## config.mk

```make
export PLATFORM = sky130hd
export DESIGN_NAME = cgi_fifo
export DESIGN_NICKNAME = d
export VERILOG_FILES = /design/src/rtl/core/cgi_pkg.sv /design/src/rtl/core/cgi_fifo.sv
export SDC_FILE = /design/constraint.sdc
export NUM_CORES = 1
export LEC_CHECK = 0
export BUFFER_PORTS_ARGS = -buffer_cell sky130_fd_sc_hd__buf_2
export CAP_MARGIN = 20
export CORE_MARGIN = 2
export CORE_UTILIZATION = 35
export DETAILED_ROUTE_END_ITERATION = 6
export GPL_TIMING_DRIVEN = 0
export PLACE_DENSITY = 0.52
export SLEW_MARGIN = 20
export SYNTH_ARGS = -nofsm -noshare
export SYNTH_HDL_FRONTEND = slang
export SYNTH_SLANG_ARGS = --single-unit
```

## constraint.sdc

```tcl
create_clock -name clk_i -period 3.8 [get_ports clk_i]
set_clock_uncertainty 0.1 [all_clocks]
set_input_delay 0.38 -clock clk_i [delete_from_list [all_inputs] [get_ports clk_i]]
set_output_delay 0.38 -clock clk_i [all_outputs]
set_load 0.03 [all_outputs]
```

## src/rtl/core/cgi_pkg.sv

```systemverilog
package cgi_pkg;

  localparam int unsigned TABLE_ENTRIES = 1024;
  localparam int unsigned MAX_STOPS     = 6;
  localparam int unsigned STOP_REGS     = 6;

  localparam int unsigned IDX_W     = 10;
  localparam int unsigned POS_W     = 16;
  localparam int unsigned CH_W      = 8;
  localparam int unsigned CHANNELS  = 3;
  localparam int unsigned COLOR_W   = CHANNELS * CH_W;
  localparam int unsigned STOP_W    = POS_W + COLOR_W;
  localparam int unsigned CFG_IDX_W = 3;
  localparam int unsigned CFG_W     = STOP_W;
  localparam int unsigned COUNT_W   = 3;
  localparam int unsigned SEG_W     = 3;
  localparam int unsigned IN_TDATA_W  = ((IDX_W + 7) / 8) * 8;
  localparam int unsigned OUT_TDATA_W = 32;
  localparam int unsigned PROD_W    = POS_W + CH_W;

  localparam logic [CH_W-1:0] ALPHA = 8'hFF;
  localparam int unsigned POS_ONE   = 65535;

  // position t = idx * POS_ONE / LAST via reciprocal multiply and one correction
  localparam longint unsigned LAST        = TABLE_ENTRIES - 1;
  localparam int unsigned     X_W         = IDX_W + POS_W;
  localparam int unsigned     RECIP_SHIFT = X_W;
  localparam longint unsigned RECIP       = (64'd1 << RECIP_SHIFT) / LAST;
  localparam longint unsigned KMUL        = RECIP * POS_ONE;
  localparam int unsigned     KMUL_W      = $clog2(KMUL + 1);
  localparam int unsigned     KPROD_W     = IDX_W + KMUL_W;

  localparam int unsigned FIFO_DEPTH = 4;
  localparam int unsigned FIFO_AW    = $clog2(FIFO_DEPTH);

  localparam logic [CFG_IDX_W-1:0] REG_STOP_COUNT = 3'd0;
  localparam logic [CFG_IDX_W-1:0] REG_STOP_BASE  = 3'd1;

  typedef logic [POS_W-1:0]   pos_t;
  typedef logic [COLOR_W-1:0] color_t;
  typedef logic [STOP_W-1:0]  stop_t;

  typedef struct packed {
    pos_t   t;
    pos_t   pa;
    pos_t   pb;
    color_t ca;
    color_t cb;
  } seg_req_t;

  function automatic pos_t stop_pos(stop_t w);
    return w[STOP_W-1:COLOR_W];
  endfunction

  function automatic color_t stop_color(stop_t w);
    return w[COLOR_W-1:0];
  endfunction

endpackage

```

## src/rtl/core/cgi_fifo.sv

```systemverilog
module cgi_fifo (
  input  logic              clk_i,
  input  logic              rst_ni,
  input  logic              push_i,
  input  cgi_pkg::seg_req_t data_i,
  output logic              full_o,
  input  logic              pop_i,
  output logic              empty_o,
  output cgi_pkg::seg_req_t data_o
);
  import cgi_pkg::*;

  seg_req_t             mem_q [FIFO_DEPTH];
  logic [FIFO_AW-1:0]   wr_ptr_q, rd_ptr_q;
  logic [FIFO_AW:0]     count_q;
  logic                 do_push, do_pop;

  assign full_o  = (count_q == (FIFO_AW+1)'(FIFO_DEPTH));
  assign empty_o = (count_q == '0);
  assign do_push = push_i && !full_o;
  assign do_pop  = pop_i && !empty_o;
  assign data_o  = mem_q[rd_ptr_q];

  // depth is a power of two, pointers wrap naturally
  always_ff @(posedge clk_i or negedge rst_ni) begin
    if (!rst_ni) begin
      wr_ptr_q <= '0;
      rd_ptr_q <= '0;
      count_q  <= '0;
    end else begin
      if (do_push) begin
        wr_ptr_q <= wr_ptr_q + FIFO_AW'(1);
      end
      if (do_pop) begin
        rd_ptr_q <= rd_ptr_q + FIFO_AW'(1);
      end
      if (do_push && !do_pop) begin
        count_q <= count_q + (FIFO_AW+1)'(1);
      end else if (!do_push && do_pop) begin
        count_q <= count_q - (FIFO_AW+1)'(1);
      end
    end
  end

  always_ff @(posedge clk_i) begin
    if (do_push) begin
      mem_q[wr_ptr_q] <= data_i;
    end
  end

endmodule

```

== Yosys cells after proc, flatten, opt, wreduce, memory -nomap -nowiden ==
Memory sizes are Yosys's and may differ from the RTL's.
Index checks and enable logic that the tools add are counted.
Storage, ports and cells
  word-level logic and storage cells: 23
  memories kept: 1
  bits in writable memories: 384
  output and inout port bits: 98
  register bits after elaboration: 7
Cells by class
  muxes and demuxes: 4
  add/subtract/negate cells: 4
  equality and inequality tests: 1
  reductions and logical operators: 10
Memories
  mem_q: words 4, width 96, rd ports 1, clocked after memory_dff 0, write ports 1, line cgi_fifo.sv:13  | seg_req_t mem_q [FIFO_DEPTH];
Operator list (number)
  $mux W3: 2
  $add A2 B1 Y2 const B: 2
  $logic_and A1 B1 Y1: 4
  $logic_not A1 Y1: 4
  $add A3 B1 Y3 const B: 1
  $eq A3 B3 Y1 const B: 1
  $logic_not A3 Y1: 1
  $sub A3 B1 Y3 const B: 1
  $mux W1: 2
  $reduce_bool A2 Y1: 1

== Logic depth before layout (Yosys ltp) ==
  depth after elaboration: 7
  depth in mapped cells: 9
  depth with buffers taken out: 8

== Worst setup path after synthesis ==
No wires, ideal clock.
  kind: flip-flop to flip-flop
  start point: register count_q[2]
  end point: memory mem_q[0][0] in the netlist's numbering, enable pin
  data arrival time: 3108 ps
  period minus slack after synthesis: 3674 ps
  path buffers: 1
  slack: 126 ps
  stages on the path, launching flop included: 5
  data required time: 3234 ps
  cell sequence: dfrtp_1 > nor3b_2 > nor2b_1 > buf_2 > and2_1
Between the ends
  longest elaborated chain between the ends: 5
Ends and longest elaborated chain
  start, declared: line cgi_fifo.sv:15  | logic [FIFO_AW:0] count_q;
  start signal, assigned: line cgi_fifo.sv:38  | count_q <= count_q + (FIFO_AW+1)'(1);
  start signal, assigned: line cgi_fifo.sv:40  | count_q <= count_q - (FIFO_AW+1)'(1);
  $eq A3 B3 Y1: line cgi_fifo.sv:18  | assign full_o = (count_q == (FIFO_AW+1)'(FIFO_DEPTH));
  net full_o: line cgi_fifo.sv:6  | output logic full_o,
  $logic_not A1 Y1: line cgi_fifo.sv:20  | assign do_push = push_i && !full_o;
  $logic_and A1 B1 Y1: line cgi_fifo.sv:20
  net do_push: line cgi_fifo.sv:16  | logic do_push, do_pop;
  $mux W1: line cgi_fifo.sv:46  | if (do_push) begin
  $mux W1 (implied by the code): line cgi_fifo.sv:47  | mem_q[wr_ptr_q] <= data_i;
  end, declared: line cgi_fifo.sv:13
The timed path passes the listed nets, and every way through them passes these cells.

==> impl_results.md <==
- Die W: 206 um
- Final setup viols: 0
- Critical Path RT: 3.32 ns
- Worst EP arrival: 2.33 ns
- Overall fraction of global-route tracks in use: 0.140
- Yosys Warn Count: 0
- Clk sinks: 391
- Peak supply drop: 0.444 mV
- Outcome: completed
- Endpoint type of the worst setup path: primary output
- Post-Syn Area per Cell: 26.5 um2
- Share of cells above drive strength 1: 0.418
- Switching share of power: 0.334
- Antenna violations before repair: 0
- Routability cong.: 0.712
- Critical path buffers and inverters: 3
- Total iterations of the first detailed-routing run: 4
- PnR worst setup slack: 0.992 ns
- Worst-case reg-to-reg path depth: 8
- Drc violations: 0
- First-pass GRT wire length: 44000 um
- Register bit total from synthesis: 391
- WL final: 28900 um
- Initial drt markers: 406
- Hold slack: 0.101 ns
- Initial Util: 0.356
- Slowest cell on the critical path: clkbuf_1
- Via count: 6814
- Max transition margin: 0.492
- Vias in the first global route: 7602
- Total Power: 15200 uW
- Int Power: 10100 uW
- Cells after synthesis: 538
- Sequential Power Share: 0.386
- CP top delay family: buffers and inverters
- Final Hold Viols: 0
- Num rows: 73
- Max Fclk: 356 MHz
- Syn_nets: 644
- Antenna cells: 0
- Startpoint types: flop
- Clk pin slew, worst setup/hold paths: 0.06 ns
- CTS H-tree lvls: 2
- Area grow syn2layout: 29.9%
- Detailed Place HPWL: 18000 um
- Worst Hold Class: in2async
- WL per Instance: 20.0 um
- Distinct cells, synth: 23
- Fin crit share: 0.739
- Pleak: 0.00639 uW
- Stages on the worst setup path: 4
- Cts bufs inserted: 42
- Buffer count from post-CTS setup fixing: 0
- Die H: 206 um
- NetSw: 5080 uW
- Netlist Area Pre-Place: 14300 um2
- CTS tree: done
- Post-Layout Cell Count: 1443
- Max_cap viols: 0
- # IOs: 198
- Root buf cell: clkbuf_16
- Seq/Total Area, Yosys: 0.821
- Comb pwr share: 0.346
- Total Nets Final: 991
- Clock buffer depth: 3
- Total gr overflow: 0
- Post-DR vias/cell: 4.72
- Crit Path Max Fanout: 10
- Reg2reg setup slack: 1.52 ns
- Port Buf Inserts: 197
- Unrepaired setup endpoints after global routing: false
- Die area: 42400 um2
- Cell mode on critical path: buf_2
- Worst-Margin Slew: 0.762 ns
- Worst-skew pair later-pin latency: 0.55 ns
- Power Dens Cells: 823 nW/um2
- DP Cell Count: 1268
- Largest net degree at the start of global routing: 47
- Filler cells: 3415
- Crit-path cells: buf_2, clkbuf_1, mux4_2, buf_2
- Pins Over Slew Limit: 0
- Place WS: 1.48 ns
- Crit Path Class: reg2out
- Final min period: 2.81 ns
- Core area: 40000 um2
- Critical path's largest stage delay: 0.61 ns
- Final ANT Viol Nets: 0
- Clock network fraction of design power: 0.268
## layout make-up
| cell class | instances | area, um2 | area share |
|---|---|---|---|
| Clock buffer | 52 | 1150 | 0.0623 |
| Clock inverter | 25 | 249 | 0.0135 |
| Sequential cell | 391 | 11700 | 0.633 |
| Timing Repair Buffer | 303 | 2190 | 0.118 |
| Buffer | 23 | 149 | 0.00804 |
| Inverter | 4 | 15.0 | 0.000811 |
| Tap cell | 525 | 657 | 0.0355 |
| Multi-Input combinational cell | 120 | 2390 | 0.129 |
## registers in the layout (all words and copies together), names as in the netlist
signal,cells
count_q,3
mem_q,384
rd_ptr_q,2
wr_ptr_q,2
## layout by cell type (no fill, tap or decap), drive strengths merged
cell	Yosys	routed
edfxtp	384	384
buf	18	223
dlygate4sd3	0	98
mux4	96	96
clkbuf	5	57
clkinv	0	16
dfrtp	7	7
inv	4	6
ha	5	5
bufinv	0	5
and2	4	4
xnor2	4	4
xor2	2	2
clkinvlp	0	2
mux2	2	2
nor3b	1	1
nor2b	1	1
or3	1	1
nand2	1	1
nand3	1	1
nor2	1	1
fa	1	1
## per-layer routing
layer / vias up / track usage / share of wire
li1: 3021 / - / -
met1: 3579 / 0.170 / 0.40
met3: 40 / 0.0333 / 0.053
met5: - / 0 / 0
met2: 174 / 0.245 / 0.52
met4: 0 / 0.0444 / 0.022
## kinds of logic (layout without fill, tap and decap cells)
family	after synthesis	in the layout	synth area share
xor+xnor	6	6	0.00369
fa+ha+maj	6	6	0.00579
simple gates	10	10	0.00439
mux	98	98	0.153
flops	391	391	0.821
buf+inv	27	407	0.0115
## path summary, 6_finish.rpt
kind                              from          end
max                        rd_ptr_q[1]   data_o[34]
max in group asynchronous       rst_ni  wr_ptr_q[1]
min reg2reg                 count_q[2]   count_q[2]
min                             rst_ni   count_q[1]
min in group clk_i              push_i  wr_ptr_q[0]
max reg2reg                 count_q[0]   count_q[2]
## worst register-to-register path, cell delays in order, from the launching register on
cell and delay [ns]:
dfrtp_1 0.45, or3_1 0.43, nand2_1 0.13, ha_1 0.20, inv_1 0.07, fa_1 0.38
xor2_1 0.17, nor2_1 0.13, xor2_1 0.15
## power groups by stage
stage | combinational, uW | sequential (uW) | clock [uW]
2_1_floorplan | 3660 | 5990 | 0
3_3_place_gp | 5090 | 6090 | 0
3_5_place_dp | 5340 | 5980 | 0
4_1_cts | 5430 | 5890 | 4210
5_1_grt | 5630 | 5950 | 4350
6_report | 5270 | 5870 | 4080
## synthesized netlist by cell type (all sizes together)
| cell | number | share of area |
|---|---|---|
| edfxtp | 384 | 0.81 |
| mux4 | 96 | 0.15 |
| buf | 18 | 0.0091 |
| dfrtp | 7 | 0.012 |
| clkbuf | 5 | 0.0013 |
| ha | 5 | 0.0044 |
| and2 | 4 | 0.0018 |
| inv | 4 | 0.0011 |
| xnor2 | 4 | 0.0025 |
| mux2 | 2 | 0.0016 |
| xor2 | 2 | 0.0012 |
| fa | 1 | 0.0014 |
| nand2 | 1 | 0.00026 |
| nand3 | 1 | 0.00035 |
| nor2 | 1 | 0.00026 |
| nor2b | 1 | 0.00044 |
| nor3b | 1 | 0.00088 |
| or3 | 1 | 0.00044 |
## timing repair
item	in CTS	in global routing
resized for setup	0	0
hold buffers	98	0
setup endpoints to repair	0	0
hold endpoints to repair	392	0
## stage by stage
| step | util | TNS, ns | instance area (um2) |
|---|---|---|---|
| after floorplan | - | 0 | 14300 |
| after global placement | 0.397 | -646.61 | 15900 |
| after detailed placement | 0.403 | 0 | 16100 |
| after CTS | 0.463 | 0 | 18500 |
| after global routing | 0.463 | 0 | 18500 |
| final | 0.463 | 0 | 18500 |
Power figures use the tool's default switching activity.
