[src/rtl/core/cgi_pkg.sv]
package cgi_pkg;

  localparam int unsigned TABLE_ENTRIES = 1024;
  localparam int unsigned MAX_STOPS     = 6;
  localparam int unsigned STOP_REGS     = 6;

  localparam int unsigned IDX_W     = 10;
  localparam int unsigned POS_W     = 16;
  localparam int unsigned CH_W      = 8;
  localparam int unsigned CHANNELS  = 3;
  localparam int unsigned COLOR_W   = CHANNELS * CH_W;
  localparam int unsigned STOP_W    = POS_W + COLOR_W;
  localparam int unsigned CFG_IDX_W = 3;
  localparam int unsigned CFG_W     = STOP_W;
  localparam int unsigned COUNT_W   = 3;
  localparam int unsigned SEG_W     = 3;
  localparam int unsigned IN_TDATA_W  = ((IDX_W + 7) / 8) * 8;
  localparam int unsigned OUT_TDATA_W = 32;
  localparam int unsigned PROD_W    = POS_W + CH_W;

  localparam logic [CH_W-1:0] ALPHA = 8'hFF;
  localparam int unsigned POS_ONE   = 65535;

  // position t = idx * POS_ONE / LAST via reciprocal multiply and one correction
  localparam longint unsigned LAST        = TABLE_ENTRIES - 1;
  localparam int unsigned     X_W         = IDX_W + POS_W;
  localparam int unsigned     RECIP_SHIFT = X_W;
  localparam longint unsigned RECIP       = (64'd1 << RECIP_SHIFT) / LAST;
  localparam longint unsigned KMUL        = RECIP * POS_ONE;
  localparam int unsigned     KMUL_W      = $clog2(KMUL + 1);
  localparam int unsigned     KPROD_W     = IDX_W + KMUL_W;

  localparam int unsigned FIFO_DEPTH = 4;
  localparam int unsigned FIFO_AW    = $clog2(FIFO_DEPTH);

  localparam logic [CFG_IDX_W-1:0] REG_STOP_COUNT = 3'd0;
  localparam logic [CFG_IDX_W-1:0] REG_STOP_BASE  = 3'd1;

  typedef logic [POS_W-1:0]   pos_t;
  typedef logic [COLOR_W-1:0] color_t;
  typedef logic [STOP_W-1:0]  stop_t;

  typedef struct packed {
    pos_t   t;
    pos_t   pa;
    pos_t   pb;
    color_t ca;
    color_t cb;
  } seg_req_t;

  function automatic pos_t stop_pos(stop_t w);
    return w[STOP_W-1:COLOR_W];
  endfunction

  function automatic color_t stop_color(stop_t w);
    return w[COLOR_W-1:0];
  endfunction

endpackage

[src/rtl/core/cgi_back.sv]
module cgi_back (
  input  logic                             clk_i,
  input  logic                             rst_ni,
  input  logic                             empty_i,
  input  cgi_pkg::seg_req_t                req_i,
  output logic                             pop_o,
  output logic                             out_valid_o,
  input  logic                             out_ready_i,
  output logic [cgi_pkg::OUT_TDATA_W-1:0]  out_color_o
);
  import cgi_pkg::*;

  typedef struct packed {
    logic [CH_W-1:0] lo;
    logic [CH_W-1:0] mag;
    logic            neg;
  } chan_t;

  typedef struct packed {
    pos_t                  num;
    pos_t                  span;
    chan_t [CHANNELS-1:0]  ch;
  } blend_t;

  typedef struct packed {
    logic [PROD_W-1:0] rem;
    logic [CH_W-1:0]   quo;
    logic [CH_W-1:0]   lo;
    logic              neg;
  } lane_t;

  typedef struct packed {
    pos_t                  span;
    lane_t [CHANNELS-1:0]  lane;
  } div_t;

  logic                  en;
  logic                  b0_v_q, b1_v_q, out_v_q;
  logic [CH_W-1:0]       div_v_q;
  blend_t                b0_d, b0_q;
  div_t                  b1_d, b1_q;
  div_t                  div_d [CH_W];
  div_t                  div_q [CH_W];
  logic [OUT_TDATA_W-1:0] out_d, out_q;

  function automatic div_t div_step(div_t s, int unsigned b);
    div_t              o;
    logic [PROD_W-1:0] dsr;
    o   = s;
    dsr = PROD_W'(s.span) << b;
    for (int c = 0; c < CHANNELS; c++) begin
      if (s.lane[c].rem >= dsr) begin
        o.lane[c].rem    = s.lane[c].rem - dsr;
        o.lane[c].quo[b] = 1'b1;
      end
    end
    return o;
  endfunction

  assign en          = !out_v_q || out_ready_i;
  assign pop_o       = en && !empty_i;
  assign out_valid_o = out_v_q;
  assign out_color_o = out_q;

  // numerator and span of the fraction, channel deltas
  always_comb begin
    b0_d.num  = '0;
    b0_d.span = POS_W'(1);
    if (req_i.pb > req_i.pa) begin
      b0_d.span = req_i.pb - req_i.pa;
      if (req_i.t >= req_i.pb) begin
        b0_d.num = b0_d.span;
      end else if (req_i.t > req_i.pa) begin
        b0_d.num = req_i.t - req_i.pa;
      end
    end
    for (int c = 0; c < CHANNELS; c++) begin
      b0_d.ch[c].lo  = req_i.ca[c*CH_W +: CH_W];
      b0_d.ch[c].neg = req_i.cb[c*CH_W +: CH_W] < req_i.ca[c*CH_W +: CH_W];
      b0_d.ch[c].mag = b0_d.ch[c].neg ?
                       req_i.ca[c*CH_W +: CH_W] - req_i.cb[c*CH_W +: CH_W] :
                       req_i.cb[c*CH_W +: CH_W] - req_i.ca[c*CH_W +: CH_W];
    end
  end

  always_comb begin
    b1_d.span = b0_q.span;
    for (int c = 0; c < CHANNELS; c++) begin
      b1_d.lane[c].rem = PROD_W'(b0_q.num) * PROD_W'(b0_q.ch[c].mag);
      b1_d.lane[c].quo = '0;
      b1_d.lane[c].lo  = b0_q.ch[c].lo;
      b1_d.lane[c].neg = b0_q.ch[c].neg;
    end
  end

  // restoring division, one quotient bit per stage, msb first
  always_comb begin
    div_d[0] = div_step(b1_q, CH_W - 1);
    for (int i = 1; i < CH_W; i++) begin
      div_d[i] = div_step(div_q[i-1], CH_W - 1 - i);
    end
  end

  // falling channels take the ceiling so the result stays floored
  always_comb begin
    out_d = '0;
    out_d[OUT_TDATA_W-1 -: CH_W] = ALPHA;
    for (int c = 0; c < CHANNELS; c++) begin
      if (div_q[CH_W-1].lane[c].neg) begin
        out_d[c*CH_W +: CH_W] = div_q[CH_W-1].lane[c].lo - div_q[CH_W-1].lane[c].quo -
                                CH_W'(div_q[CH_W-1].lane[c].rem != '0);
      end else begin
        out_d[c*CH_W +: CH_W] = div_q[CH_W-1].lane[c].lo + div_q[CH_W-1].lane[c].quo;
      end
    end
  end

  always_ff @(posedge clk_i or negedge rst_ni) begin
    if (!rst_ni) begin
      b0_v_q  <= 1'b0;
      b1_v_q  <= 1'b0;
      div_v_q <= '0;
      out_v_q <= 1'b0;
    end else if (en) begin
      b0_v_q  <= !empty_i;
      b1_v_q  <= b0_v_q;
      div_v_q <= {div_v_q[CH_W-2:0], b1_v_q};
      out_v_q <= div_v_q[CH_W-1];
    end
  end

  always_ff @(posedge clk_i) begin
    if (en) begin
      b0_q  <= b0_d;
      b1_q  <= b1_d;
      for (int i = 0; i < CH_W; i++) begin
        div_q[i] <= div_d[i];
      end
      out_q <= out_d;
    end
  end

endmodule

[config.mk]
export PLATFORM = sky130hd
export DESIGN_NAME = cgi_back
export DESIGN_NICKNAME = d
export VERILOG_FILES = /design/src/rtl/core/cgi_pkg.sv /design/src/rtl/core/cgi_back.sv
export SDC_FILE = /design/constraint.sdc
export NUM_CORES = 2
export LEC_CHECK = 0
export BUFFER_PORTS_ARGS = -buffer_cell sky130_fd_sc_hd__buf_2
export CAP_MARGIN = 25
export CORE_MARGIN = 2
export CORE_UTILIZATION = 50
export DETAILED_ROUTE_END_ITERATION = 16
export PLACE_DENSITY_LB_ADDON = 0.2
export SYNTH_ARGS = -nofsm -noshare
export SYNTH_HDL_FRONTEND = slang
export SYNTH_SLANG_ARGS = --single-unit
[constraint.sdc]
create_clock -name clk_i -period 40.4 [get_ports clk_i]
set_input_delay 4.04 -clock clk_i [delete_from_list [all_inputs] [get_ports clk_i]]
set_output_delay 4.04 -clock clk_i [all_outputs]
set_load 0.01 [all_outputs]
== After elaboration in Yosys (flattened, before gate mapping) ==
Memories as Yosys holds them, arrays and structs flattened.
Index checks and enable logic that the tools add are counted.
Storage, ports and cells
  word-level logic and storage cells: 163
  input bits: 100
  register bits: 233
  memories: 1
  memory bits (writable): 1112
Cells by class
  reduce and logical (&&, ||, !) cells: 7
  $mul: 3
  $lt $le $gt $ge: 30
  add/sub/neg operators: 41
  multiplexer cells: 55
Memory list
  div_q: words 8, width 139, rd ports 8, clocked after memory_dff 0, wr ports 8, RTL line cgi_back.sv:43  | div_t div_q [CH_W];
Operators with widths (count)
  $mux W24: 21
  $mux W25: 3
  $ge A24 B16 Y1: 3
  $ge A24 B17 Y1: 3
  $ge A24 B18 Y1: 3
  $ge A24 B19 Y1: 3
  $ge A24 B20 Y1: 3
  $ge A24 B21 Y1: 3
  $ge A24 B22 Y1: 3
  $ge A24 B23 Y1: 3
  $mul A16 B8 Y24: 3
  $reduce_bool A24 Y1: 3
  $sub A24 B16 Y24: 3
  $sub A24 B17 Y24: 3
  $sub A24 B18 Y24: 3
  $sub A24 B19 Y24: 3
  $sub A24 B20 Y24: 3
  $sub A24 B21 Y24: 3
  $sub A24 B22 Y24: 3
  $sub A24 B23 Y24: 3
  $sub A8 B8 Y8: 9
  $mux W8: 6
  $gt A16 B16 Y1: 2
  $mux W16: 2
  other kinds (9): 39

== Logic depth before layout (Yosys ltp) ==
  word-level depth: 4
  mapped depth: 19
  depth with buffers taken out: 18

== Least setup slack after synthesis ==
Ideal clock, no wire load.
  path type: in2reg
  start: in out_ready_i
  end: reg b0_q[0] (netlist name), enable pin
  stages on the path: 3
  setup slack: 0.676 ns
  library setup time: 2.092 ns
  arrival time: 37.632 ns
  path buffers: 1
  cell sequence: nor2b_1 > inv_1 > clkbuf_1
Between the ends
  word-level cells in the longest chain between the ends: 1
RTL lines
  start: declaration: RTL line cgi_back.sv:8  | input logic out_ready_i,
  $logic_or A1 B1 Y1: RTL line cgi_back.sv:60  | assign en = !out_v_q || out_ready_i;
  end signal: assignment: RTL line cgi_back.sv:134  | b0_q <= b0_d;
  end: declaration: RTL line cgi_back.sv:40  | blend_t b0_d, b0_q;
Every way passes these cells.
A chain may end at the register's enable or synchronous reset.

== Worst setup path after layout ==
  start: in out_ready_i
  end: out pop_o
Between the ends
  word-level cells in the longest chain between the ends: 2
RTL lines
  $logic_or A1 B1 Y1: RTL line cgi_back.sv:60
  $logic_and A1 B1 Y1: RTL line cgi_back.sv:61  | assign pop_o = en && !empty_i;
  end: declaration: RTL line cgi_back.sv:6  | output logic pop_o,
Every way passes these cells.

==> results.toml <==
[yosys]
synth.ff_latch_count = 1245
ys.warnings.count = 0
sequential_fraction_of_the_synthesis_area_pct = 46.0
synthArstFlopShare_pct = 0.884
synth.cell_area_um2 = 81100
synth_top_area_share_pct = 45.7
count_of_unique_library_cells_instantiated_by_yosys = 88
synth_top_cell_by_area = "sky130_fd_sc_hd__edfxtp_1"
synthCells = 7332
synthFlopType = "sky130_fd_sc_hd__edfxtp_1"
syn_area_cell_um2 = 11.1
synth_edf_count = 1234
synthTopCellsByArea = "sky130_fd_sc_hd__edfxtp_1 46%, sky130_fd_sc_hd__ha_1 10%, sky130_fd_sc_hd__fa_1 7.2%"

[critical_path]
r2r.worst_path.cells = 15
critical_path_buf_inv_count = 2
crit_path_frequent_cell = "sky130_fd_sc_hd__buf_2"
end_of_the_worst_register_to_register_path = "b1_q[40]$_DFFE_PN_"
worstSetupStartpointType = "input port"
r2r_slack_ns = 34.55
r2r-start = "b0_q[73]$_SDFFCE_PP0N_"
timing_worst_setup_path_type = "in2out"
slowest_cell_delay_on_critical_path_ns = 0.76
worst_ep_arrival_time_ns = 5.20
worst-path-max-fanout = 12
cp_slowest_cell = "sky130_fd_sc_hd__nor2b_1"
worst_ep_required_time_ns = 36.36
cpLargestDelayFamily = "simple AND/OR/NAND/NOR gates"
cells_along_the_critical_path = "buf_2 -> nor2b_1 -> nor2_1 -> buf_2"
endpoint_kind = "primary output"

[routing]
antenna_left = 0
drc = 0
wl_mm = 184
1st_pass_router_iterations = 6
via_per_inst = 5.51
drt-wirelength-per-cell_um = 18.8
dr_total_vias = 53800
dr.first_iter.drc_count = 3399

[sta]
timing.final.crit_share_pct = 22.9
final.min_clock_period_ns = 9.24
final_hold_viol_count = 0
setup_violations = 0
max_slew.worst_pin.slew_ns = 1.03
timing.clock.skew_ns = 0.0580
timing.max_slew.rel_slack_pct = 31.1
setup_tns_ns = 0
rsz_0062_raised_after_global_routing = "false"
finalMaxSlewViolations = 0
fmax_ghz = 0.108

[grt]
grt.total_usage_pct = 22.4
gr-max-usage-layer = "met2"
global_route_wire_length_before_repair_mm = 291
grt_pass1_vias = 53200
use_met3_pct = 2.80
initial_antenna_violation_count = 1
grt.overflow.total = 0
use_met2_pct = 38.2
largest_net_degree_at_the_start_of_global_routing = 155
globalRouteMet1Util_pct = 28.0

[floorplan]
core.rowCount = 147
die_y_um = 407
coreArea_um2 = 161000
start_util_pct = 50.4
ios = 134
dieArea_um2 = 166000
die_w_um = 407

[min_path]
instance_count_along_the_most_critical_hold_path = 0
min-delay-path-class = "reg2reg"
worst_hold_path.endpoint = "div_q[0][87]$_DFFE_PN_"
worst_hold_startpoint = "b1_q[87]$_DFFE_PN_"

[clocking]
numCtsBuffers = 141
max-clock-path-buffers = 3
clock_sinks = 1245
post_cts_resized = 0
root_buffer = "sky130_fd_sc_hd__clkbuf_16"
ctsHtreeMaxLevel = 4
tritoncts = "yes"
clk_pin_slew_ns = 0.06
cts_setup_buffers = 0
worst_skew_pair.late_latency_ns = 0.80
cts.hold.buffers_added = 0

[place]
hpwlAfterDp_mm = 142
gp_congestion = 0.936
port_buffers = 125

[final_layout]
num-nets-final = 8540
post_route_cells_drive_above_1_share_pct = 7.19
syn2layout_area_growth_pct = 9.64
finalCoreUtilization_pct = 55.3
insertedDiodeCount = 0

[outcome]
outcome = "completed"

[flow_run]
max-cap-violations = 0
==> per-stage QoR <==
stage / instances / hold WS (ns) / worst slack, ns / area (µm²)
3_3_place_gp: 9489 / 0.400 / 31.17 / 84100
4_1_cts: 9744 / 0.379 / 31.15 / 88800
3_5_place_dp: 9490 / 0.405 / 31.16 / 84100
5_1_grt: 9752 / 0.383 / 31.00 / 89000
6_report: 9752 / 0.388 / 31.16 / 89000
2_1_floorplan: 7339 / 0.400 / 0.676 / 81200
==> layout by cell type, fill, tap and decap left out, drive strengths merged, types with 20 or more instances in the layout <==
cell and instances:
o31a 20, buf 173, or3 55, a31oi 55
or4 20, edfxtp 1234, fa 293, mux2 92
ha 666, nor2b 109, nand2b 99, o211ai 21
a21oi 488, nand4 53, or2 27, o21a 73
xor2 192, nor2 431, nand3 105, a211oi 65
o21bai 61, nor4 57, a2111oi 21, xnor2 314
a21o 195, and3 40, nand2 440, nor3 134
o31ai 43, and2 346, inv 724, clkbuf 158
mux2i 45, o21ai 386, clkinv 70
==> area by class of cell <==
class                           count  area, µm²
Clock buffer                      158       3590
Clock inverter                     96       1030
Timing Repair Buffer              173       1150
Tap cell                         2160       2700
Sequential cell                  1245      37300
Inverter                          717       2700
Fill cell                       13800      72000
Multi-Input combinational cell   5203      40500
==> logic make-up after synthesis <==
logic type	after synthesis	synth area share, %
other	1	0.00462
multiplexers	137	1.84
flip-flops	1245	46.0
AND/OR/NAND/NOR	1990	12.5
buffers and inverters	891	4.21
XOR/XNOR	506	5.46
AO/OA/AOI/OAI	1603	12.4
adder cells (fa/ha/maj)	959	17.5
==> Yosys cell counts (all sizes together), types with 15 or more instances <==
library cell	instances
o21bai	61
clkbuf	141
o2111ai	16
nor4	57
nand3	105
xnor2	314
nor2	431
and3	40
nand4b	16
nand2b	99
xor2	192
or2	27
o211ai	21
or4	20
buf	33
or3	55
o21a	73
edfxtp	1234
a31oi	55
o21ai	386
o31a	20
a21o	195
nor2b	109
inv	716
mux2i	45
nand4	53
mux2	92
nand2	440
o31ai	43
and2	346
nor3	134
a21oi	488
ha	666
a2111oi	21
a31o	15
nand3b	17
fa	293
a211oi	65
==> registers in the layout (all words and copies together), names as in the netlist <==
register and cells:
b0_v_q 1, b0_q 83, div_v_q 8, b1_q 115
div_q 1012, out_color_o 24, b1_v_q 1, out_valid_o 1
==> worst max path at each step <==
stage,to,start,cells after the start,slack [ns]
detailed placement,pop_o,out_ready_i,4,31.16
global route,pop_o,out_ready_i,4,31.00
floorplan,b0_q[0]$_DFFE_PN_,out_ready_i,3,0.68
finish,pop_o,out_ready_i,4,31.16
CTS,pop_o,out_ready_i,4,31.15
global placement,pop_o,out_ready_i,4,31.17
==> metal layers <==
layer / vias to the layer above / routed length (µm)
li1: 26600 / -
met1: 25600 / 77700
met2: 1160 / 89500
met3: 379 / 6550
met4: 0 / 10000
met5: - / 0
Power is not shown: default switching activity piles up to over one toggle a cycle in this logic, so the estimate is an artifact.
