==> src/rtl/core/cgi_pkg.sv <==
package cgi_pkg;

  localparam int unsigned TABLE_ENTRIES = 1024;
  localparam int unsigned MAX_STOPS     = 6;
  localparam int unsigned STOP_REGS     = 6;

  localparam int unsigned IDX_W     = 10;
  localparam int unsigned POS_W     = 16;
  localparam int unsigned CH_W      = 8;
  localparam int unsigned CHANNELS  = 3;
  localparam int unsigned COLOR_W   = CHANNELS * CH_W;
  localparam int unsigned STOP_W    = POS_W + COLOR_W;
  localparam int unsigned CFG_IDX_W = 3;
  localparam int unsigned CFG_W     = STOP_W;
  localparam int unsigned COUNT_W   = 3;
  localparam int unsigned SEG_W     = 3;
  localparam int unsigned IN_TDATA_W  = ((IDX_W + 7) / 8) * 8;
  localparam int unsigned OUT_TDATA_W = 32;
  localparam int unsigned PROD_W    = POS_W + CH_W;

  localparam logic [CH_W-1:0] ALPHA = 8'hFF;
  localparam int unsigned POS_ONE   = 65535;

  // position t = idx * POS_ONE / LAST via reciprocal multiply and one correction
  localparam longint unsigned LAST        = TABLE_ENTRIES - 1;
  localparam int unsigned     X_W         = IDX_W + POS_W;
  localparam int unsigned     RECIP_SHIFT = X_W;
  localparam longint unsigned RECIP       = (64'd1 << RECIP_SHIFT) / LAST;
  localparam longint unsigned KMUL        = RECIP * POS_ONE;
  localparam int unsigned     KMUL_W      = $clog2(KMUL + 1);
  localparam int unsigned     KPROD_W     = IDX_W + KMUL_W;

  localparam int unsigned FIFO_DEPTH = 4;
  localparam int unsigned FIFO_AW    = $clog2(FIFO_DEPTH);

  localparam logic [CFG_IDX_W-1:0] REG_STOP_COUNT = 3'd0;
  localparam logic [CFG_IDX_W-1:0] REG_STOP_BASE  = 3'd1;

  typedef logic [POS_W-1:0]   pos_t;
  typedef logic [COLOR_W-1:0] color_t;
  typedef logic [STOP_W-1:0]  stop_t;

  typedef struct packed {
    pos_t   t;
    pos_t   pa;
    pos_t   pb;
    color_t ca;
    color_t cb;
  } seg_req_t;

  function automatic pos_t stop_pos(stop_t w);
    return w[STOP_W-1:COLOR_W];
  endfunction

  function automatic color_t stop_color(stop_t w);
    return w[COLOR_W-1:0];
  endfunction

endpackage

==> src/rtl/core/cgi_front.sv <==
module cgi_front (
  input  logic                             clk_i,
  input  logic                             rst_ni,
  input  logic                             cfg_we_i,
  input  logic [cgi_pkg::CFG_IDX_W-1:0]    cfg_idx_i,
  input  logic [cgi_pkg::CFG_W-1:0]        cfg_data_i,
  input  logic                             in_valid_i,
  output logic                             in_ready_o,
  input  logic [cgi_pkg::IDX_W-1:0]        in_index_i,
  input  logic                             full_i,
  output logic                             push_o,
  output cgi_pkg::seg_req_t                req_o
);
  import cgi_pkg::*;

  logic [COUNT_W-1:0] stop_count_q;
  stop_t              stop_q [STOP_REGS];

  logic               v1_q, v2_q, v3_q;
  logic               en;
  logic [IDX_W-1:0]   idx_sat;
  logic [IDX_W-1:0]   idx1_q;
  logic [KPROD_W-1:0] kprod_d, kprod_q;
  pos_t               t_d, t_q;
  seg_req_t           req_d, req_q;

  logic [X_W-1:0]     x;
  logic [X_W-1:0]     r;
  pos_t               q0;
  logic [COUNT_W-1:0] n;
  logic [SEG_W-1:0]   seg;

  assign en         = !v3_q || !full_i;
  assign in_ready_o = en;
  assign push_o     = v3_q && !full_i;
  assign req_o      = req_q;

  // config registers
  always_ff @(posedge clk_i or negedge rst_ni) begin
    if (!rst_ni) begin
      stop_count_q <= COUNT_W'(2);
      for (int k = 0; k < STOP_REGS; k++) begin
        stop_q[k] <= (k == 1) ? {STOP_W{1'b1}} : {STOP_W{1'b0}};
      end
    end else if (cfg_we_i) begin
      if (cfg_idx_i == REG_STOP_COUNT) begin
        stop_count_q <= cfg_data_i[COUNT_W-1:0];
      end else if ((cfg_idx_i >= REG_STOP_BASE) &&
                   ({1'b0, cfg_idx_i} < ({1'b0, REG_STOP_BASE} + (CFG_IDX_W+1)'(STOP_REGS))))
      begin
        stop_q[CFG_IDX_W'(cfg_idx_i - REG_STOP_BASE)] <= cfg_data_i[STOP_W-1:0];
      end
    end
  end

  // stage 1: saturate index and multiply by scaled reciprocal
  always_comb begin
    idx_sat = in_index_i;
    if (longint'(in_index_i) > LAST) begin
      idx_sat = IDX_W'(LAST);
    end
    kprod_d = KPROD_W'(idx_sat) * KPROD_W'(KMUL);
  end

  // stage 2: correct the quotient estimate
  always_comb begin
    q0  = POS_W'(kprod_q >> RECIP_SHIFT);
    x   = X_W'(idx1_q) * X_W'(POS_ONE);
    r   = x - X_W'(q0) * X_W'(LAST);
    t_d = (r >= X_W'(LAST)) ? q0 + POS_W'(1) : q0;
  end

  // stage 3: segment select
  always_comb begin
    n = stop_count_q;
    if (n < COUNT_W'(2)) begin
      n = COUNT_W'(2);
    end
    if (n > COUNT_W'(MAX_STOPS)) begin
      n = COUNT_W'(MAX_STOPS);
    end
    seg = SEG_W'(n - COUNT_W'(2));
    for (int s = MAX_STOPS - 2; s >= 0; s--) begin
      if (((s + 1) < int'(n)) && (t_q <= stop_pos(stop_q[s+1]))) begin
        seg = SEG_W'(s);
      end
    end
    req_d.t  = t_q;
    req_d.pa = '0;
    req_d.pb = '0;
    req_d.ca = '0;
    req_d.cb = '0;
    for (int s = 0; s < MAX_STOPS - 1; s++) begin
      if (seg == SEG_W'(s)) begin
        req_d.pa = stop_pos(stop_q[s]);
        req_d.pb = stop_pos(stop_q[s+1]);
        req_d.ca = stop_color(stop_q[s]);
        req_d.cb = stop_color(stop_q[s+1]);
      end
    end
  end

  always_ff @(posedge clk_i or negedge rst_ni) begin
    if (!rst_ni) begin
      v1_q <= 1'b0;
      v2_q <= 1'b0;
      v3_q <= 1'b0;
    end else if (en) begin
      v1_q <= in_valid_i;
      v2_q <= v1_q;
      v3_q <= v2_q;
    end
  end

  always_ff @(posedge clk_i) begin
    if (en) begin
      idx1_q  <= idx_sat;
      kprod_q <= kprod_d;
      t_q     <= t_d;
      req_q   <= req_d;
    end
  end

endmodule

==> config.mk <==
export PLATFORM = sky130hd
export DESIGN_NAME = cgi_front
export DESIGN_NICKNAME = d
export VERILOG_FILES = /design/src/rtl/core/cgi_pkg.sv /design/src/rtl/core/cgi_front.sv
export SDC_FILE = /design/constraint.sdc
export NUM_CORES = 1
export LEC_CHECK = 0
export BUFFER_PORTS_ARGS = -buffer_cell sky130_fd_sc_hd__buf_2
export CELL_PAD_IN_SITES_DETAIL_PLACEMENT = 1
export CELL_PAD_IN_SITES_GLOBAL_PLACEMENT = 1
export CORE_ASPECT_RATIO = 1.5
export CORE_MARGIN = 1
export CORE_UTILIZATION = 55
export DETAILED_ROUTE_END_ITERATION = 7
export PLACE_DENSITY = 0.95
export SYNTH_ARGS = -nofsm -noshare
export SYNTH_HDL_FRONTEND = slang
export SYNTH_SLANG_ARGS = --single-unit
==> constraint.sdc <==
create_clock -name clk_i -period 12.8 [get_ports clk_i]
set_input_delay 1.28 -clock clk_i [delete_from_list [all_inputs] [get_ports clk_i]]
set_output_delay 1.28 -clock clk_i [all_outputs]
set_load 0.01 [all_outputs]
Yosys cells after proc, flatten, opt, wreduce, memory -nomap -nowiden

Index checks and enable logic that the tools add are counted.

Reductions and logical operators: 15
$lt $le $gt $ge: 17
Multipliers: 3
Equality and inequality tests: 4
$add $sub $neg: 4
Muxes and demuxes: 16
Bitwise logic cells: 2

Operators by type and width:

| kind                                                                                   | count |
|---|---|
| 80-bit 2-to-1 mux                                                                      | 5 |
| 240-bit bitwise mux                                                                    | 1 |
| 40-bit demux with 3-bit select                                                         | 1 |
| 16-bit <= comparator                                                                   | 5 |
| 40-bit 2-to-1 mux                                                                      | 1 |
| 10-bit by 27-bit multiplier with 36-bit output (second input constant)                 | 1 |
| 26-bit by 10-bit greater-or-equal comparator with 1-bit output (second input constant) | 1 |
| 10-bit by 16-bit multiplier with 26-bit output (second input constant)                 | 1 |
| 16-bit by 10-bit multiplier with 26-bit output (second input constant)                 | 1 |
| 26-bit subtractor                                                                      | 1 |
| 3-bit 2-to-1 mux                                                                       | 7 |
| 16-bit by 1-bit adder with 16-bit output (second input constant)                       | 1 |
| 16-bit 2-to-1 mux                                                                      | 1 |
| 1-bit logical AND                                                                      | 8 |
| 3-bit by 2-bit == test with 1-bit output (second input constant)                       | 2 |
| 3-bit zero test                                                                        | 2 |
| 2-bit by 3-bit less-than comparator with 1-bit output (first input constant)           | 2 |
| 3-bit less-than comparator (first input constant)                                      | 2 |
| 4-bit greater-or-equal comparator (second input constant)                              | 1 |
| 4-bit by 1-bit less-than comparator with 1-bit output (second input constant)          | 1 |
| 3-bit inverter with 4-bit output                                                       | 1 |
| 3-bit by 1-bit == test with 1-bit output (second input constant)                       | 1 |
| 3-bit == test (second input constant)                                                  | 1 |
| 3-bit by 1-bit greater-or-equal comparator with 1-bit output (second input constant)   | 1 |
| other kinds (11)                                                                       | 12 |

Logic and storage cells: 79
Register bits after elaboration: 404
Bits of input ports: 58
Output and inout bits: 98

Depth between registers and ports, before layout

Depth after elaboration: 17
Depth in mapped cells: 26
Mapped depth without buffers: 25

Worst setup path before layout

OpenSTA, ideal clock, no wires.

Path type: register to register
Start: register idx1_q[5]
End: register t_q[1], data pin
Path buffers: 1
Data required time: 12538 ps
Setup time: 262 ps
Data arrival time: 7813 ps
Clock period less this slack: 8075 ps
Stages on the path, launching flop included: 23
Setup slack: 4725 ps
Path through: edfxtp_1 inv_1 fa_1 inv_1 fa_1 fa_1 fa_1 fa_1 fa_1 inv_1 fa_1 inv_1 ha_1 a21oi_1 o2bb2ai_1 or4_1 a221o_1 a2111oi_2 o2111ai_1 or4_4 nor4_4 buf_6 mux2_1

Longest elaborated chain between the ends: 4

RTL lines:

| element                                                        | line             | text |
|---|---|---|
| start: declaration                                             | cgi_front.sv:22  | `logic [IDX_W-1:0] idx1_q;` |
| start signal: assignment                                       | cgi_front.sv:117 | `idx1_q <= idx_sat;` |
| 10-bit by 16-bit multiplier with 26-bit output                 | cgi_front.sv:68  | `x = X_W'(idx1_q) * X_W'(POS_ONE);` |
| 26-bit subtractor                                              | cgi_front.sv:69  | `r = x - X_W'(q0) * X_W'(LAST);` |
| 26-bit by 10-bit greater-or-equal comparator with 1-bit output | cgi_front.sv:70  | `t_d = (r >= X_W'(LAST)) ? q0 + POS_W'(1) : q0;` |
| 16-bit 2-to-1 mux                                              | cgi_front.sv:70  |  |
| net t_d[1]                                                     | cgi_front.sv:24  | `pos_t t_d, t_q;` |
| end signal: assignment                                         | cgi_front.sv:119 | `t_q <= t_d;` |
| end: declaration                                               | cgi_front.sv:24  |  |

The timed path passes the listed nets, and every way through them passes these cells.
A chain may end at the register's enable or synchronous reset.

Final worst setup path

Start: register idx1_q[6]
End: register t_q[10], data pin

Same word-level chain as after synthesis.

==> flow_metrics.py <==
metrics = {
    "global_routing": {
        "grtUsageTotal_pct": 38.67,
        "antenna_found_initial": 5,
        "grt_overflow": 0,
        "grt_pass1_vias": 24900,
        "grt_start_max_net_pins": 88,
        "grt_pass1_wl_mm": 151.0,
    },
    "status": {
        "status": "finished clean",
    },
    "placement": {
        "place_congestion": 0.9125,
        "io_buffers": 155,
        "hpwl_mm": 64.92,
        "place_inst": 3209,
    },
    "sta": {
        "final-hold-violation-count": 0,
        "fin_crit_sh_pct": 72.79,
        "final_max_slew_viol_count": 0,
        "finalSetupViolCount": 0,
        "period_needed_ns": 9.317,
        "tightestPinTransition_ns": 1.263,
        "rsz0062_at_grt": "false",
        "skew_ns": 0.03639,
        "finalSetupTns_ns": 0,
        "fmax_mhz": 107.3,
        "slew_headroom_pct": 15.78,
    },
    "logic_synthesis": {
        "synth_top_family_by_area": "adder cells",
        "synth_simple_gate_area_share_pct": 7.799,
        "synth-xor-area-share_pct": 1.607,
        "avgSynthCellArea_um2": 11.42,
        "synth-adder-area-share_pct": 29.16,
        "synth_enable_flop_cells": 138,
        "synth_compound_area_share_pct": 9.259,
        "synth_area_um2": 28110,
        "ys_ff_latch": 384,
        "synth_fp_nets": 3022,
        "synthMuxAreaShare_pct": 8.908,
        "ys_dominant_reg_cell": "dfrtp_1",
        "syn_inst": 2462,
        "ys_async_sr_fraction_pct": 64.06,
        "ys_warn_count": 0,
        "synth_cell_types": 70,
        "ys_seq_area_share_pct": 36.83,
    },
    "setup_path": {
        "cp-start-kind": "register",
        "endpoint": "t_q[10]",
        "cp_data_required_time_ns": 13.08,
        "criticalPathCategory": "reg -> reg",
        "arrival_ns": 9.60,
        "r2r_setup_slack_ns": 3.48,
        "rr_startpoint": "idx1_q[6]",
        "rr_endpoint": "t_q[10]",
        "critical_path.max_fanout": 16,
        "r2r_cells": 22,
        "crit_start": "idx1_q[6]",
        "cp-end-kind": "register",
    },
    "final_layout": {
        "nets": 3139,
        "fin_cells": 3279,
        "fillers": 5233,
        "drive_gt1_share_pct": 19.63,
        "syn_to_final_growth_pct": 9.758,
    },
    "worst_hold_path": {
        "hold_path_class": "reg -> reg",
    },
    "drt": {
        "ant_nets": 0,
        "routed_wl_mm": 98.08,
        "drt-initial-drc-count": 1635,
        "drt-vias-per-instance": 6.577,
        "drtPass1Iterations": 5,
        "wl_per_cell_um": 29.91,
        "drc": 0,
        "vias": 21570,
    },
    "clock_tree": {
        "tritoncts": "yes",
        "clk_latency_ns": 0.58,
        "cts_resized": 0,
        "cts_root_buffer": "clkbuf_16",
        "post_cts_buffers": 0,
        "path_clk_slew_ns": 0.07,
        "hold_buffers": 0,
        "clock_sinks": 384,
        "cts.path.max_buffers": 3,
        "htree_num_levels": 2,
        "cts_buffers": 37,
    },
    "floorplanning": {
        "die_w_um": 186.6,
        "rows": 101,
        "io_pins": 156,
        "die_h_um": 278.9,
        "coreArea_um2": 50550,
        "dieArea_um2": 52030,
        "initial_core_util_pct": 55.60,
    },
    "run": {
        "drv_cap": 0,
    },
}
==> stage by stage <==
step	util [%]	setup slack [ns]	area, um2	hold WS [ns]
2_1_floorplan	-	4.725	28110	0.4264
3_3_place_gp	58.57	3.897	29600	0.4424
3_5_place_dp	58.57	3.462	29600	0.4656
4_1_cts	61.02	3.461	30840	0.5093
5_1_grt	61.02	3.111	30850	0.5235
6_report	61.03	3.483	30850	0.5152
==> kinds of logic after synthesis <==
family,count (synthesis)
AOI/OAI and AO/OA,373
buffers and inverters,480
DFF,384
xor gates and xnor gates,50
muxes,223
adders and majority gates,502
and+or+nand+nor,450
==> cells in the final DEF (no fill, tap or decap), drive strengths merged, types with 4 or more instances in the layout <==
cell type and instances:
a211oi 8, a21o 37, a21oi 49, a31oi 80
and2 5, and3 8, buf 169, clkbuf 51
clkinv 8, dfrtp 205, dfstp 41, edfxtp 138
fa 255, ha 247, inv 392, mux2 217
mux2i 6, nand2 218, nand2b 10, nand3 18
nand4 20, nor2 38, nor2b 12, nor3 13
nor3b 8, nor4 4, o211ai 9, o21a 6
o21ai 62, o21bai 6, o221a 5, o221ai 76
or2 6, or3 77, or4 5, xnor2 37
xor2 12
==> final cells by class <==
| type | instances | area [um2] | share of cell area [%] |
|---|---|---|---|
| multi-input combinational | 1598 | 16070 | 52.08 |
| sequential | 384 | 10350 | 33.55 |
| inverter | 389 | 1460 | 4.733 |
| clock buffer | 51 | 1040 | 3.370 |
| timing repair buffer | 169 | 890.9 | 2.888 |
| tap | 669 | 837.1 | 2.713 |
| clock inverter | 17 | 200.2 | 0.6489 |
| antenna | 2 | 5.005 | 0.01622 |
==> synth_stat cells, types with 41 or more instances <==
cell type	number	area [um2]
a21oi_1	48	240.2
a31oi_1	80	500.5
clkbuf_1	62	232.7
dfrtp_1	205	5130
dfstp_2	41	1077
edfxtp_1	138	4144
fa_1	255	5105
ha_1	247	3090
inv_1	389	1460
mux2_2	216	2432
nand2_1	218	818.3
o21ai_0	62	310.3
o221ai_1	76	665.6
or3_1	77	481.7
==> registers in the layout (all words and copies together), names as in the netlist <==
name / count
stop_q: 240
req_o: 96
kprod_q: 16
t_q: 16
idx1_q: 10
stop_count_q: 3
v1_q: 1
v2_q: 1
v3_q: 1
==> worst min-delay path by stage <==
stage                      startpoint     endpoint  cells past startpoint
after detailed placement         v2_q         v3_q                      1
after global routing      stop_q[227]  stop_q[227]                      1
final                     stop_q[202]  stop_q[202]                      1
after floorplan                t_q[0]    req_o[80]                      0
after global placement           v2_q         v3_q                      1
after CTS                 stop_q[227]  stop_q[227]                      1
==> metal layers <==
metal | share of wire (%) | track usage (%) | wire length, um | vias up
li1 | - | - | - | 8704
met1 | 33 | 39.68 | 31900 | 11040
met2 | 52 | 69.84 | 51450 | 1270
met3 | 6.4 | 6.762 | 6273 | 545
met4 | 8.6 | 29.68 | 8417 | 6
met5 | 0.038 | 0 | 37 | -
==> worst max-delay path: stages (launching register included) <==
cell	delay, ns
edfxtp_1	0.43
inv_1	0.08
fa_1	0.79
inv_1	0.34
fa_1	0.63
fa_1	0.43
fa_1	0.49
fa_1	0.53
fa_1	0.58
inv_1	0.09
fa_1	0.52
inv_1	0.05
ha_1	0.39
a21oi_1	0.29
o2bb2ai_1	0.10
or4_1	0.51
a221o_1	0.30
a2111oi_2	0.33
o2111ai_1	0.15
or4_4	0.52
nor4_4	1.05
nor2_1	0.17
xnor2_1	0.21
Power is not shown: default switching activity piles up to over one toggle a cycle in this logic, so the estimate is an artifact.
